### src/hdl/cpdq_pkg.sv
package cpdq_pkg;

  localparam int PHASE_BITS = 32;
  localparam int FRAC_BITS  = 30;
  localparam int COEF_BITS  = 31;
  localparam int ATAN_COUNT = 24;

  typedef logic signed [PHASE_BITS-1:0] trig_t;
  typedef logic [1:0]                   quad_t;

  localparam logic signed [COEF_BITS-1:0] INV_SQRT6  = 31'sd438353264;
  localparam logic signed [COEF_BITS-1:0] INV_SQRT2  = 31'sd759250125;
  localparam logic signed [COEF_BITS-1:0] INV_SQRT3  = 31'sd619925131;
  localparam logic signed [COEF_BITS-1:0] ROUND_HALF = 31'sd536870912;
  localparam trig_t CORDIC_K = 32'sd652032874;

  localparam trig_t ATAN_PHASE [ATAN_COUNT] = '{
    32'sh20000000, 32'sh12E4051E, 32'sh09FB385B, 32'sh051111D4,
    32'sh028B0D43, 32'sh0145D7E1, 32'sh00A2F61E, 32'sh00517C55,
    32'sh0028BE53, 32'sh00145F2F, 32'sh000A2F98, 32'sh000517CC,
    32'sh00028BE6, 32'sh000145F3, 32'sh0000A2FA, 32'sh0000517D,
    32'sh000028BE, 32'sh0000145F, 32'sh00000A30, 32'sh00000518,
    32'sh0000028C, 32'sh00000146, 32'sh000000A3, 32'sh00000051
  };

endpackage

### src/hdl/cpdq_cell.sv
module cpdq_cell #(
  parameter int AW    = 18,
  parameter int STAGE = 0
) (
  input  logic                 clk,
  input  logic                 rst,
  input  logic                 valid_in,
  input  cpdq_pkg::trig_t      x_in,
  input  cpdq_pkg::trig_t      y_in,
  input  cpdq_pkg::trig_t      z_in,
  input  cpdq_pkg::quad_t      quad_in,
  input  logic signed [AW-1:0] al_in,
  input  logic signed [AW-1:0] be_in,
  output logic                 valid,
  output cpdq_pkg::trig_t      x,
  output cpdq_pkg::trig_t      y,
  output cpdq_pkg::trig_t      z,
  output cpdq_pkg::quad_t      quad,
  output logic signed [AW-1:0] al,
  output logic signed [AW-1:0] be
);
  import cpdq_pkg::*;

  trig_t dx, dy;
  trig_t x_next, y_next, z_next;

  assign dx = y_in >>> STAGE;
  assign dy = x_in >>> STAGE;

  // rotate toward zero residual angle
  always_comb begin
    if (!z_in[PHASE_BITS-1]) begin
      x_next = x_in - dx;
      y_next = y_in + dy;
      z_next = z_in - ATAN_PHASE[STAGE];
    end else begin
      x_next = x_in + dx;
      y_next = y_in - dy;
      z_next = z_in + ATAN_PHASE[STAGE];
    end
  end

  always_ff @(posedge clk) begin
    if (rst) begin
      valid <= 1'b0;
    end else begin
      valid <= valid_in;
    end
  end

  always_ff @(posedge clk) begin
    x    <= x_next;
    y    <= y_next;
    z    <= z_next;
    quad <= quad_in;
    al   <= al_in;
    be   <= be_in;
  end

endmodule

### config.mk
export PLATFORM = sky130hd
export DESIGN_NAME = cpdq_cell
export DESIGN_NICKNAME = d
export VERILOG_FILES = /design/src/hdl/cpdq_pkg.sv /design/src/hdl/cpdq_cell.sv
export SDC_FILE = /design/constraint.sdc
export NUM_CORES = 1
export LEC_CHECK = 0
export BUFFER_PORTS_ARGS = -buffer_cell sky130_fd_sc_hd__buf_2
export CORE_UTILIZATION = 47
export CTS_CLUSTER_DIAMETER = 50
export DETAILED_ROUTE_END_ITERATION = 8
export GPL_ROUTABILITY_DRIVEN = 0
export GPL_TIMING_DRIVEN = 0
export PLACE_DENSITY = 0.78
export REMOVE_ABC_BUFFERS = 1
export SKIP_CTS_REPAIR_TIMING = 1
export SYNTH_ARGS = -nofsm -noshare
export SYNTH_HDL_FRONTEND = slang
export SYNTH_SLANG_ARGS = --single-unit
### constraint.sdc
create_clock -name clk -period 2.8 [get_ports clk]
set_clock_uncertainty 0.15 [all_clocks]
set_input_delay 0.14 -clock clk [delete_from_list [all_inputs] [get_ports clk]]
set_output_delay 0.14 -clock clk [all_outputs]
set_load 0.02 [all_outputs]
==> results.json <==
{
  "status": "finished with violations",
  "violations": "negative setup slack",
  "yosysUniqueCellTypes": 67,
  "portBuffers": 271,
  "wire_per_inst_um": 17.50,
  "chipHeight_um": 134.3,
  "ys_warn_count": 0,
  "fin_util_pct": 65.33,
  "tightest_slew_ns": 0.9095,
  "crit_chain": "buf_2 -> inv_1 -> ha_1 -> fa_1 -> o21ai_0 -> a21o_1 -> a31oi_1 -> o31ai_1 -> a21oi_1 -> nand3_1 -> o211ai_1 -> xnor2_1",
  "yosysTopAreaCellShare_pct": 32.59,
  "fin_setup_tns_ns": -0.02768,
  "routed_wl_um": 27150,
  "peakVddDrop_mv": 0.4913,
  "final.min_clock_period_ns": 2.828,
  "num_antenna_cells": 0,
  "nets": 1555,
  "slew_headroom_pct": 39.37,
  "fp.dieArea_um2": 18040,
  "start_util_pct": 47.92,
  "firstDrtPassIters": 5,
  "fmax_ghz": 0.3536,
  "async_flop_share_pct": 0,
  "syn2layout_area_growth_pct": 36.33,
  "hold_class": "primary input to flip-flop",
  "grt_max_degree": 83,
  "grt_pass1_wl_um": 37340,
  "ant_nets": 0,
  "arrival_ns": 2.97,
  "pin_count": 272,
  "layout_common_cells": "buf_2 (270), dfxtp_1 (134), a21oi_1 (119)",
  "cap_viol_max_count": 0,
  "crit_path_end_kind": "flip-flop",
  "drtIter0Drc": 726,
  "row_count": 48,
  "cts_inserted_buffers": 17,
  "path_class": "primary input to flip-flop",
  "syn_area_per_cell_um2": 8.330,
  "p_total_mw": 6.628,
  "critical_path.max_stage_delay_ns": 0.68,
  "pre_cts_ws_ns": -0.7792,
  "place_hpwl_um": 18790,
  "ys_ff_latch": 134,
  "synth_edf_count": 0,
  "layout_commonest_cell": "buf_2",
  "clock_sinks": 134,
  "leakage_nw": 5.337,
  "power_density_nw_per_um2": 590.7,
  "yosysTopAreaCell": "dfxtp_1",
  "hold_slack_ns": 0.02882,
  "slowest_stage": "o31ai_1",
  "drc": 0,
  "clk_path_buf_depth": 2,
  "netlist_area_um2": 8230,
  "layout_setup_ws_ns": -0.02768,
  "synth-main-ff-cell": "dfxtp_1",
  "finalHoldViolCount": 0,
  "synthCells": 988,
  "viasPerCell": 5.564,
  "grt_pass1_vias": 7537,
  "rsz0062_at_grt": "yes",
  "htree_levels": 4,
  "grt.overflow.total": 0,
  "setup_viol": 1,
  "hold_depth": 3,
  "coreArea_um2": 17180,
  "clk_pin_slew_ns": 0.06,
  "tritoncts": "yes",
  "vias": 8629,
  "cp-start-kind": "primary input",
  "synthTopCellsByArea": "dfxtp_1 (33%), ha_1 (16%), a21oi_1 (7.4%)",
  "antenna_found_initial": 1,
  "die_x_um": 134.3,
  "period_share_pct": 101.0,
  "drive_gt1_share_pct": 27.38,
  "cts_root_buf": "clkbuf_16",
  "synth_seq_area_share_pct": 32.59,
  "cp_data_required_time_ns": 2.94,
  "cp_max_fo": 5,
  "grtUsageTotal_pct": 26.28,
  "drv_slew": 0
}
## critical path, delay by kind of cell
family | cells | cell delay, ns
AOI/OAI and AO/OA | 6 | 1.69
adders and majority gates | 2 | 0.65
buffers and inverters | 2 | 0.18
and+or+nand+nor | 1 | 0.16
xor gates and xnor gates | 1 | 0.16
## per-stage QoR
step / cells / area, um2
4_1_cts: 1474 / 10230
5_1_grt: 1551 / 11220
6_report: 1551 / 11220
3_5_place_dp: 1442 / 9674
3_3_place_gp: 1442 / 9674
2_1_floorplan: 946 / 8036
## path summary, 6_finish.rpt
check            end     from  slack [ns]
min     x[1]$_DFF_P_  y_in[1]        0.03
max    x[30]$_DFF_P_  x_in[0]       -0.03
## routing by layer
| metal | track usage (%) | vias to the layer above | part of all wire, % |
|---|---|---|---|
| met5 | 0 | - | 0.052 |
| met4 | 11.24 | 2 | 3.9 |
| met3 | 5.933 | 83 | 8.4 |
| met2 | 43.90 | 498 | 48 |
| met1 | 32.40 | 3974 | 40 |
| li1 | - | 4072 | - |
## layout make-up
class	count	area [um2]
Clock inverter	15	135.1
Timing Repair Buffer	348	2122
Clock buffer	17	425.4
Multi-Input combinational cell	715	5206
Tap cell	225	281.5
Fill cell	1380	5956
Inverter	97	367.9
Sequential cell	134	2683
## logic make-up (layout without fill, tap and decap cells)
kind of cell	after synthesis	count (layout)	share of synthesized area, %
AO/OA/AOI/OAI	306	306	23.35
XOR/XNOR	62	62	6.598
adder cells (fa/ha/maj)	105	105	16.24
buffers and inverters	139	477	6.780
flip-flops	134	134	32.59
multiplexers	11	11	1.353
AND/OR/NAND/NOR	231	231	13.09
## power breakdown
part           switching (mW)  internal, mW
Clock                   0.970          1.17
Combinational            1.40         0.831
Sequential             0.0751          2.18
Total                    2.44          4.19
## cells in the mapped netlist, types with 6 or more instances
library cell and instances:
xnor2_1 56, or3_1 6, nor2_1 95, o21a_1 6, nor4_1 8, inv_1 91, o31ai_1 9, o21bai_1 17
nand3_1 13, buf_2 11, a21oi_1 121, nand2_1 41, nor3_1 21, buf_1 7, ha_1 102, o21ai_0 58
clkbuf_1 19, nand4_1 12, a211oi_1 12, nor2b_1 13, xor2_1 6, dfxtp_1 134, mux2i_1 10, a21o_1 21
o211ai_1 8
## state kept, by name, summed over array words and instances (netlist names)
| name | cells |
|---|---|
| y | 32 |
| z | 32 |
| x | 31 |
| al | 18 |
| be | 18 |
| quad | 2 |
| valid | 1 |
No activity file was read; power rests on OpenSTA's default activity.
