--- src/hdl/cpdq_pkg.sv ---
package cpdq_pkg;

  localparam int PHASE_BITS = 32;
  localparam int FRAC_BITS  = 30;
  localparam int COEF_BITS  = 31;
  localparam int ATAN_COUNT = 24;

  typedef logic signed [PHASE_BITS-1:0] trig_t;
  typedef logic [1:0]                   quad_t;

  localparam logic signed [COEF_BITS-1:0] INV_SQRT6  = 31'sd438353264;
  localparam logic signed [COEF_BITS-1:0] INV_SQRT2  = 31'sd759250125;
  localparam logic signed [COEF_BITS-1:0] INV_SQRT3  = 31'sd619925131;
  localparam logic signed [COEF_BITS-1:0] ROUND_HALF = 31'sd536870912;
  localparam trig_t CORDIC_K = 32'sd652032874;

  localparam trig_t ATAN_PHASE [ATAN_COUNT] = '{
    32'sh20000000, 32'sh12E4051E, 32'sh09FB385B, 32'sh051111D4,
    32'sh028B0D43, 32'sh0145D7E1, 32'sh00A2F61E, 32'sh00517C55,
    32'sh0028BE53, 32'sh00145F2F, 32'sh000A2F98, 32'sh000517CC,
    32'sh00028BE6, 32'sh000145F3, 32'sh0000A2FA, 32'sh0000517D,
    32'sh000028BE, 32'sh0000145F, 32'sh00000A30, 32'sh00000518,
    32'sh0000028C, 32'sh00000146, 32'sh000000A3, 32'sh00000051
  };

endpackage

--- src/hdl/cpdq_clarke.sv ---
module cpdq_clarke #(
  parameter int SAMPLE_BITS = 16,
  parameter int ANGLE_BITS  = 16
) (
  input  logic                          clk,
  input  logic                          rst,
  input  logic                          req,
  input  logic signed [SAMPLE_BITS-1:0] v_ab,
  input  logic signed [SAMPLE_BITS-1:0] v_bc,
  input  logic signed [SAMPLE_BITS-1:0] v_ca,
  input  logic        [ANGLE_BITS-1:0]  angle,
  output logic                          valid,
  output logic signed [SAMPLE_BITS+1:0] al,
  output logic signed [SAMPLE_BITS+1:0] be,
  output cpdq_pkg::trig_t               z,
  output cpdq_pkg::quad_t               quad
);
  import cpdq_pkg::*;

  localparam int AW = SAMPLE_BITS + 2;
  localparam int PW = AW + COEF_BITS;

  logic                 valid_s1;
  logic signed [AW-1:0] sum_a, sum_a_next;
  logic signed [AW-2:0] diff_b, diff_b_next;
  trig_t                z_s1, z_next;
  quad_t                quad_s1;
  logic signed [AW-1:0] ab_w, bc_w, ca_w;
  logic signed [PW-1:0] prod_a, prod_b;
  logic signed [PW-1:0] rnd_a, rnd_b;

  assign ab_w = {{2{v_ab[SAMPLE_BITS-1]}}, v_ab};
  assign bc_w = {{2{v_bc[SAMPLE_BITS-1]}}, v_bc};
  assign ca_w = {{2{v_ca[SAMPLE_BITS-1]}}, v_ca};

  assign sum_a_next  = (ab_w <<< 1) - bc_w - ca_w;
  assign diff_b_next = (AW-1)'(bc_w - ca_w);
  assign z_next      = {2'b00, angle[ANGLE_BITS-3:0], {(PHASE_BITS - ANGLE_BITS){1'b0}}};

  always_ff @(posedge clk) begin
    if (rst) begin
      valid_s1 <= 1'b0;
      valid    <= 1'b0;
    end else begin
      valid_s1 <= req;
      valid    <= valid_s1;
    end
  end

  // stage 1: line sums, stage 2: scaling products
  always_ff @(posedge clk) begin
    sum_a   <= sum_a_next;
    diff_b  <= diff_b_next;
    z_s1    <= z_next;
    quad_s1 <= angle[ANGLE_BITS-1:ANGLE_BITS-2];
    prod_a  <= PW'(sum_a) * PW'(INV_SQRT6);
    prod_b  <= PW'(diff_b) * PW'(INV_SQRT2);
    z       <= z_s1;
    quad    <= quad_s1;
  end

  assign rnd_a = (prod_a + PW'(ROUND_HALF)) >>> FRAC_BITS;
  assign rnd_b = (prod_b + PW'(ROUND_HALF)) >>> FRAC_BITS;
  assign al    = rnd_a[AW-1:0];
  assign be    = rnd_b[AW-1:0];

endmodule

--- config.mk ---
export PLATFORM = sky130hd
export DESIGN_NAME = cpdq_clarke
export DESIGN_NICKNAME = d
export VERILOG_FILES = /design/src/hdl/cpdq_pkg.sv /design/src/hdl/cpdq_clarke.sv
export SDC_FILE = /design/constraint.sdc
export NUM_CORES = 1
export LEC_CHECK = 0
export ABC_CLOCK_PERIOD_IN_PS = 13100
export BUFFER_PORTS_ARGS = -buffer_cell sky130_fd_sc_hd__clkbuf_2
export CAP_MARGIN = 30
export CORE_MARGIN = 3
export CORE_UTILIZATION = 40
export CTS_BUF_LIST = sky130_fd_sc_hd__clkbuf_2
export DETAILED_ROUTE_END_ITERATION = 7
export GPL_TIMING_DRIVEN = 0
export SLEW_MARGIN = 20
export SYNTH_ARGS = -nofsm -noshare
export SYNTH_HDL_FRONTEND = slang
export SYNTH_SLANG_ARGS = --single-unit
--- constraint.sdc ---
create_clock -name clk -period 13.1 [get_ports clk]
set_input_delay 1.31 -clock clk [delete_from_list [all_inputs] [get_ports clk]]
set_output_delay 1.31 -clock clk [all_outputs]
set_load 0.02 [all_outputs]
==> results.toml, run 1 <==
[setup_path]
worstSetupStartpointType = "register"
r2r_cells = 20
r2r_slack_ns = 6.53
crit_required_ns = 13.79
crit_type = "register to register"
arrival_ns = 7.26
r2r_end = "prod_b[47]$_DFF_P_"
crit_fanout = 9
timing.critical_path.from = "diff_b[6]$_DFF_P_"
end_kind = "register"
r2r_start = "diff_b[6]$_DFF_P_"

[synth]
synth-edff-count = 0
ys_async_sr_fraction_pct = 0
yosys_most_used_dff = "dfxtp_1"
ys_seq_area_share_pct = 10.9
synthTopCellsByArea = "fa_1, ha_1, dfxtp_1, inv_1, xnor2_1"
ys_seq_elements = 107
synth_area_per_cell_um2 = 10.1
syn_area_um2 = 19600
yosys.area.top_type = "fa_1"
synth_top_area_share_pct = 32.1
synth_cell_type_count = 67
netlist_instances = 1950
ys_warn_count = 0

[clock_network]
clkSinkCount = 107
cts_root_buffer = "clkbuf_2"
h-tree-depth = 3
path_clk_slew_ns = 0.34
cts_resized = 0
tritoncts.num_buffers = 9
post_cts_buffers = 0
cts_tree = "done"
ctsHoldBuffers = 0
cts_buffer_depth = 2
insertion_delay_ns = 0.78

[timing]
max_freq_mhz = 152
relSlewSlack_pct = 46.9
post-route-min-period_ns = 6.57
finalSetupViolations = 0
hold_viol_final = 0
worstMarginPinSlew_ns = 0.796
tns_ns = 0
rsz0062_at_grt = "false"
skew_ns = 0.0536
holdWs_ns = 0.296
slew_violations = 0
fin_crit_sh_pct = 50.1

[placed_design]
dp_cells = 2743
hpwl_mm = 40.5
numPortBuffers = 119
finalWeightedCongestion = 0.926

[global_route]
grt_pass1_wl_mm = 74.1
track_usage_pct = 18.5
grt_max_degree = 19
grt_pass1_vias = 13995
grt-ovfl-total = 0
antenna_found_initial = 3

[routing]
first_iter_violations = 602
viasPerCell = 4.73
postRouteAntennaNets = 0
drc = 0
first_pass_iters = 4
vias = 13057
wire_per_inst_um = 16.4
finalWirelength_mm = 45.2

[finish]
syn_to_final_growth_pct = 8.10
fin_cells = 2760
nets = 2928
drive_gt1_share_pct = 8.51

[floorplanning]
core-area_um2 = 48100
ios = 138
die_h_um = 228
dieArea_um2 = 51800
initial_core_util_pct = 40.8
die_w_um = 228
row_count = 80

[hold_path]
hp-class = "register to register"
hold_depth = 0
hold_path_end = "z[20]$_DFF_P_"
hp-start = "z_s1[20]$_DFF_P_"

[job]
cap_viol_max_count = 0

[run_status]
status = "complete, no violations"
state kept, by name, summed over array words and instances (netlist names), 2 cells and up:
name     cells
prod_a      19
prod_b      19
sum_a       18
diff_b      17
z           14
z_s1        14
quad         2
quad_s1      2
routing by layer:
metal  up-vias  global-route usage (%)  part of all wire, %  wire [µm]
li1       6399                       -                    -          -
met1      6398                    27.2                   50      22600
met2       230                    28.5                   43      19600
met3        26                    3.73                  5.3       2380
met4         4                    3.42                  1.1        512
met5         -                       0                0.060         27
cell type report:
cell class                 instances  area, µm²
fill                            4642      26900
multi-input combinational       1289      15300
sequential                       107       2140
inverter                         553       2080
tap                              656        821
timing repair buffer             120        606
buffer                            18        135
clock buffer                      10       50.0
clock inverter                     6       47.5
antenna                            1       2.50
Yosys cell counts (5+ instances only):
library cell and count:
xor2_1 25, or3_1 6, o21ai_0 27, o21bai_1 10
nor3_1 16, o21a_1 11, nor2_1 58, nand3_1 39
inv_1 553, nor2b_1 13, nand2_1 33, a211oi_1 6
and2_1 5, nand4_1 14, o31ai_1 5, a21o_1 27
buf_4 18, fa_1 315, and3_1 14, ha_1 448
dfxtp_1 107, nand2b_1 5, xnor2_1 72, a21oi_1 51
critical path: stages (launching register included):
cell and delay (ns):
dfxtp_1 0.84, inv_1 0.26, fa_1 0.51, fa_1 0.51, inv_1 0.05, fa_1 0.49, fa_1 0.50, inv_1 0.07
fa_1 0.52, fa_1 0.56, inv_1 0.05, ha_1 0.34, nand3_1 0.11, nor4_2 0.24, o211ai_1 0.20, o211ai_4 0.41
a21oi_4 0.16, nor4_2 0.32, o21a_1 0.19, nor2_1 0.05, xnor2_1 0.11
cells in the final DEF (no fill, tap or decap), types with 25 or more instances in the layout:
cell type | netlist | layout
xnor2_1 | 72 | 72
dfxtp_1 | 107 | 107
fa_1 | 315 | 315
a21o_1 | 27 | 27
nor2_1 | 58 | 58
a21oi_1 | 51 | 51
ha_1 | 448 | 448
clkbuf_2 | 0 | 129
inv_1 | 553 | 553
xor2_1 | 25 | 25
o21ai_0 | 27 | 27
nand3_1 | 39 | 39
nand2_1 | 33 | 33
logic make-up (layout without fill, tap and decap cells):
group / after synthesis / in the layout / share of synthesized area, %
xor+xnor: 97 / 97 / 4.33
other cells: 1 / 19 / 0.0191
flops: 107 / 107 / 10.9
simple gates: 217 / 217 / 5.52
compound gates: 194 / 194 / 7.30
buf+inv: 571 / 707 / 11.3
fa+ha+maj: 763 / 763 / 60.7
metrics by stage:
step           area, µm²  utilization (%)  setup slack, ns
5_1_grt            21200             44.1             6.10
2_1_floorplan      19700                -             7.48
3_5_place_dp       21100             43.9             6.54
3_3_place_gp       21100             43.9             6.56
6_report           21200             44.1             6.53
4_1_cts            21200             44.1             6.47
how the worst max path moves through the flow:
stage | end | slack (ns) | cells after the start
2_1_floorplan | prod_a[45]$_DFF_P_ | 7.48 | 19
3_3_place_gp | prod_b[47]$_DFF_P_ | 6.56 | 20
3_5_place_dp | prod_b[47]$_DFF_P_ | 6.54 | 20
4_1_cts | prod_b[47]$_DFF_P_ | 6.47 | 18
5_1_grt | prod_b[47]$_DFF_P_ | 6.10 | 18
6_report | prod_b[47]$_DFF_P_ | 6.53 | 20
Power of run 1 is left out: the tool's default activity adds up to more than one toggle a clock period on the data nets, which glitch-free logic cannot reach.
==> inputs of run 2 (changes only) <==
ABC_CLOCK_PERIOD_IN_PS = 6700   (was 13100)
clock period = 6.7 ns   (was 13.1 ns; I/O delays follow)
==> run 2 against run 1 <==
Net effect:
- non-clock buffer count increased by 20
- global-route usage about the same
- worst setup slack got worse by 6.2 ns
- sequential share of layout area about the same
- register-to-register slack got worse by 6.2 ns
- via count increased by 0.36%
- wire length increased by 0.12%
- sequential cell count unchanged
- highest routed layer unchanged
==> results.toml, run 2 (synthesized netlist as in run 1, its figures left out) <==
[run_status]
status = "complete, no violations"

[global_route]
grt_max_degree = 19
grt_pass1_wl_mm = 74.3
grt-ovfl-total = 0
antenna_found_initial = 3
track_usage_pct = 18.5
grt_pass1_vias = 14078

[floorplanning]
dieArea_um2 = 51800
ios = 138
initial_core_util_pct = 40.8
die_h_um = 228
row_count = 80
die_w_um = 228
core-area_um2 = 48100

[timing]
fin_crit_sh_pct = 95.1
skew_ns = 0.0519
tns_ns = 0
hold_viol_final = 0
slew_violations = 0
relSlewSlack_pct = 46.7
post-route-min-period_ns = 6.37
finalSetupViolations = 0
worstMarginPinSlew_ns = 0.798
fin_ws_ns = 0.327
max_freq_mhz = 157

[finish]
syn_to_final_growth_pct = 9.18
top_regs = "prod_a (19), prod_b (19), sum_a (18)"
layout_common_cells = "inv_1, ha_1, fa_1"
nets = 2948
drive_gt1_share_pct = 8.81
fin_util_pct = 44.5
final_common_cell = "inv_1"

[placed_design]
numPortBuffers = 119
dp_slack_ns = 0.135
finalWeightedCongestion = 0.926
hpwl_mm = 40.5

[routing]
wire_per_inst_um = 16.3
vias = 13104
viasPerCell = 4.71
first_iter_violations = 615
postRouteAntennaNets = 0
drc = 0
finalWirelength_mm = 45.2
first_pass_iters = 4

[clock_network]
path_clk_slew_ns = 0.32
h-tree-depth = 3
cts_root_buffer = "clkbuf_2"
cts_tree = "done"
tritoncts.num_buffers = 9
cts_buffer_depth = 2
insertion_delay_ns = 0.78
clkSinkCount = 107

[setup_path]
arrival_ns = 7.11
end_kind = "register"
crit_fanout = 8
crit_type = "register to register"
crit_required_ns = 7.43
worstSetupStartpointType = "register"

[hold_path]
hp-class = "primary input to register"

[job]
cap_viol_max_count = 0
run 2: changes by cell type in the layout (fill, tap and decap cells not counted), sizes merged:
| cell | previous run | this run |
|---|---|---|
| dlygate4sd3 | 0 | 19 |
| buf | 18 | 19 |
run 2: final timing paths:
check	start	end	slack [ns]	cells past startpoint
worst min-delay path	v_ca[1]	diff_b[1]$_DFF_P_	0.22	3
worst max-delay path	sum_a[10]$_DFF_P_	prod_a[43]$_DFF_P_	0.33	19
worst max register to register	sum_a[10]$_DFF_P_	prod_a[43]$_DFF_P_	0.33	19
worst min register to register	z_s1[20]$_DFF_P_	z[20]$_DFF_P_	0.30	0
run 2: timing repair:
action                     CTS  global route
setup endpoints to repair    0            10
hold buffers                19             0
hold endpoints to repair    19             0
buffers inserted             0             1
gates resized for setup      0             9
run 2: critical path, stage by stage (launching register included):
cell and delay [ns]:
dfxtp_1 0.72, inv_1 0.27, ha_1 0.39, fa_1 0.50
fa_1 0.51, inv_1 0.06, fa_1 0.52, fa_1 0.56
inv_1 0.06, fa_1 0.55, inv_1 0.05, ha_1 0.34
a21oi_1 0.19, o211ai_1 0.22, o311ai_4 0.37, a211oi_1 0.15
a211o_4 0.37, a31o_4 0.26, a21oi_2 0.14, xnor2_1 0.12
run 2: per-layer routing:
metal	share of wire (%)	track usage [%]	up-vias
li1	-	-	6436
met1	50	27.3	6424
met2	43	28.5	214
met3	5.4	3.71	26
met4	1.2	3.42	4
met5	0.060	0	-
run 2: stage by stage:
step / instances / hold WS, ns / instance area [µm²]
2_1_floorplan: 1967 / 0.310 / 19700
3_3_place_gp: 2742 / 0.310 / 21100
3_5_place_dp: 2743 / 0.312 / 21100
4_1_cts: 2778 / 0.0608 / 21400
5_1_grt: 2780 / 0.126 / 21400
6_report: 2780 / 0.220 / 21400
run 2: layout make-up:
cell class,instances,area [µm²]
Inverter,553,2080
Fill cell,4610,26700
Timing Repair Buffer,140,803
Sequential cell,107,2160
Buffer,18,135
Clock buffer,10,50.0
Antenna cell,1,2.50
Multi-Input combinational cell,1289,15300
Tap cell,656,821
Clock inverter,6,47.5
Power of run 2 is left out for the same reason.
==> inputs of run 3 (changes only) <==
CELL_PAD_IN_SITES_DETAIL_PLACEMENT = 0   (was default)
CELL_PAD_IN_SITES_GLOBAL_PLACEMENT = 1   (was default)
PLACE_DENSITY_LB_ADDON = 0.1   (was default)
==> run 3 against run 2 <==
Net effect:
- fmax hardly changed
- first-iteration DRC count is 12% lower
- worst hold slack worse by 0.091 ns
- worst setup slack worse by 0.0029 ns
- global-route usage is 0.52 points higher
- cell count is 0.14% lower
- design area hardly changed
- via count is 2.0% lower
- sequential cell count stayed put
==> results.toml, run 3 (synthesized netlist as in run 1, its figures left out) <==
[timing]
relSlewSlack_pct = 48.3
post-route-min-period_ns = 6.38
slew_violations = 0
skew_ns = 0.0854
max_freq_mhz = 157
finalSetupViolations = 0
fin_ws_ns = 0.324
tns_ns = 0
hold_viol_final = 0
rsz0062_at_grt = "true"
worstMarginPinSlew_ns = 0.775
fin_crit_sh_pct = 95.2

[setup_path]
cpPeakStageDelay_ns = 0.57
r2r_end = "prod_b[47]$_DFF_P_"
r2r_slack_ns = 0.32
end_kind = "register"
crit_fanout = 7
r2r_start = "diff_b[5]$_DFF_P_"
arrival_ns = 7.07
path_cells = "inv_1 > fa_1 > fa_1 > inv_1 > fa_1 > fa_1 > inv_1 > fa_1 > fa_1 > inv_1 > ha_1 > nand3_1 > nor4_2 > o211ai_1 > o211ai_4 > a21oi_4 > nor4_2 > o21a_1 > nor2_1 > xnor2_1"
crit_type = "register to register"
cp_num_buf_inv = 4
cp_common_cell = "fa_1"
r2r_cells = 20
worstSetupStartpointType = "register"
cp_slowest_cell = "fa_1"
crit_family = "adder cells"
crit_required_ns = 7.40

[floorplanning]
dieArea_um2 = 51800
row_count = 80
die_h_um = 228
core-area_um2 = 48100
ios = 138
die_w_um = 228
initial_core_util_pct = 40.8

[routing]
viasPerCell = 4.63
first_pass_iters = 5
wire_per_inst_um = 16.6
vias = 12840
first_iter_violations = 542
postRouteAntennaNets = 0
drc = 0
finalWirelength_mm = 46.0

[placed_design]
finalWeightedCongestion = 0.915
numPortBuffers = 119
hpwl_mm = 41.6
dp_slack_ns = 0.0240
placedInstanceArea_um2 = 21100

[finish]
top_regs = "prod_a (19), prod_b (19), sum_a (18)"
syn_to_final_growth_pct = 9.17
fill_cells = 4684
drive_gt1_share_pct = 8.92
fin_util_pct = 44.5
final_common_cell = "inv_1"
nets = 2944
layout_common_cells = "inv_1, ha_1, fa_1"
final_area_um2 = 21400

[global_route]
grt_pass1_vias = 13935
grt-ovfl-total = 0
grt_pass1_wl_mm = 75.5
grt_max_degree = 20
antenna_found_initial = 3
track_usage_pct = 19.1

[clock_network]
insertion_delay_ns = 0.79
tritoncts.num_buffers = 9
h-tree-depth = 3
cts_root_buffer = "clkbuf_2"
path_clk_slew_ns = 0.34
cts_buffer_depth = 2
clkSinkCount = 107
cts_tree = "done"
post_cts_buffers = 0

[hold_path]
hp-start = "req"
hp-class = "primary input to register"
hold_depth = 2
hold_path_end = "valid_s1$_SDFF_PP0_"

[job]
cap_viol_max_count = 0

[run_status]
status = "complete, no violations"
[run 3: what timing repair did]
item,in CTS,in global routing
hold buffers,17,0
hold endpoints to repair,18,0
resized for setup,2,11
endpoints found under the setup margin,1,13
gates cloned,0,0
[run 3: layout make-up]
cell class / count / area (µm²) / share of cell area, %
multi-input cells: 1289 / 15300 / 71.6
well taps: 656 / 821 / 3.83
flip-flops and latches: 107 / 2160 / 10.1
diodes: 2 / 5.00 / 0.0233
plain buffers: 18 / 135 / 0.630
clock inverters: 6 / 80.1 / 0.374
inverters: 553 / 2080 / 9.68
clock buffers: 9 / 45.0 / 0.210
repair buffers: 136 / 766 / 3.57
[run 3: worst reg2reg max path, delay by kind of cell, from the launching register on]
family                     cells  cell delay (ns)
AOI/OAI and AO/OA              4             1.01
adders and majority gates      7             3.48
DFF                            1             0.56
buffers and inverters          4             0.35
and+or+nand+nor                4             0.80
xor gates and xnor gates       1             0.11
[run 3: worst max-delay path by stage]
stage                       startpoint  cells after the start                  to  slack (ns)
floorplan            sum_a[10]$_DFF_P_                     19  prod_a[45]$_DFF_P_        1.08
global placement    diff_b[16]$_DFF_P_                     18  prod_b[47]$_DFF_P_       -0.02
detailed placement  diff_b[16]$_DFF_P_                     18  prod_b[47]$_DFF_P_        0.02
CTS                  diff_b[6]$_DFF_P_                     20  prod_b[47]$_DFF_P_       0.006
global route         diff_b[5]$_DFF_P_                     20  prod_b[47]$_DFF_P_       -0.02
finish               diff_b[5]$_DFF_P_                     20  prod_b[47]$_DFF_P_        0.32
[run 3: layer usage]
metal	vias up	share of wire, %	GRT usage [%]
li1	6439	-	-
met1	6163	52	29.3
met2	211	42	28.5
met3	27	4.3	3.06
met4	0	1.3	3.34
met5	-	0	0
[run 3: through the flow]
step / instances / hold WS, ns
floorplan: 1967 / 0.310
global placement: 2742 / 0.310
detailed placement: 2742 / 0.312
CTS: 2774 / 0.00566
global route: 2776 / 0.0210
finish: 2776 / 0.129
Power of run 3 is left out for the same reason.
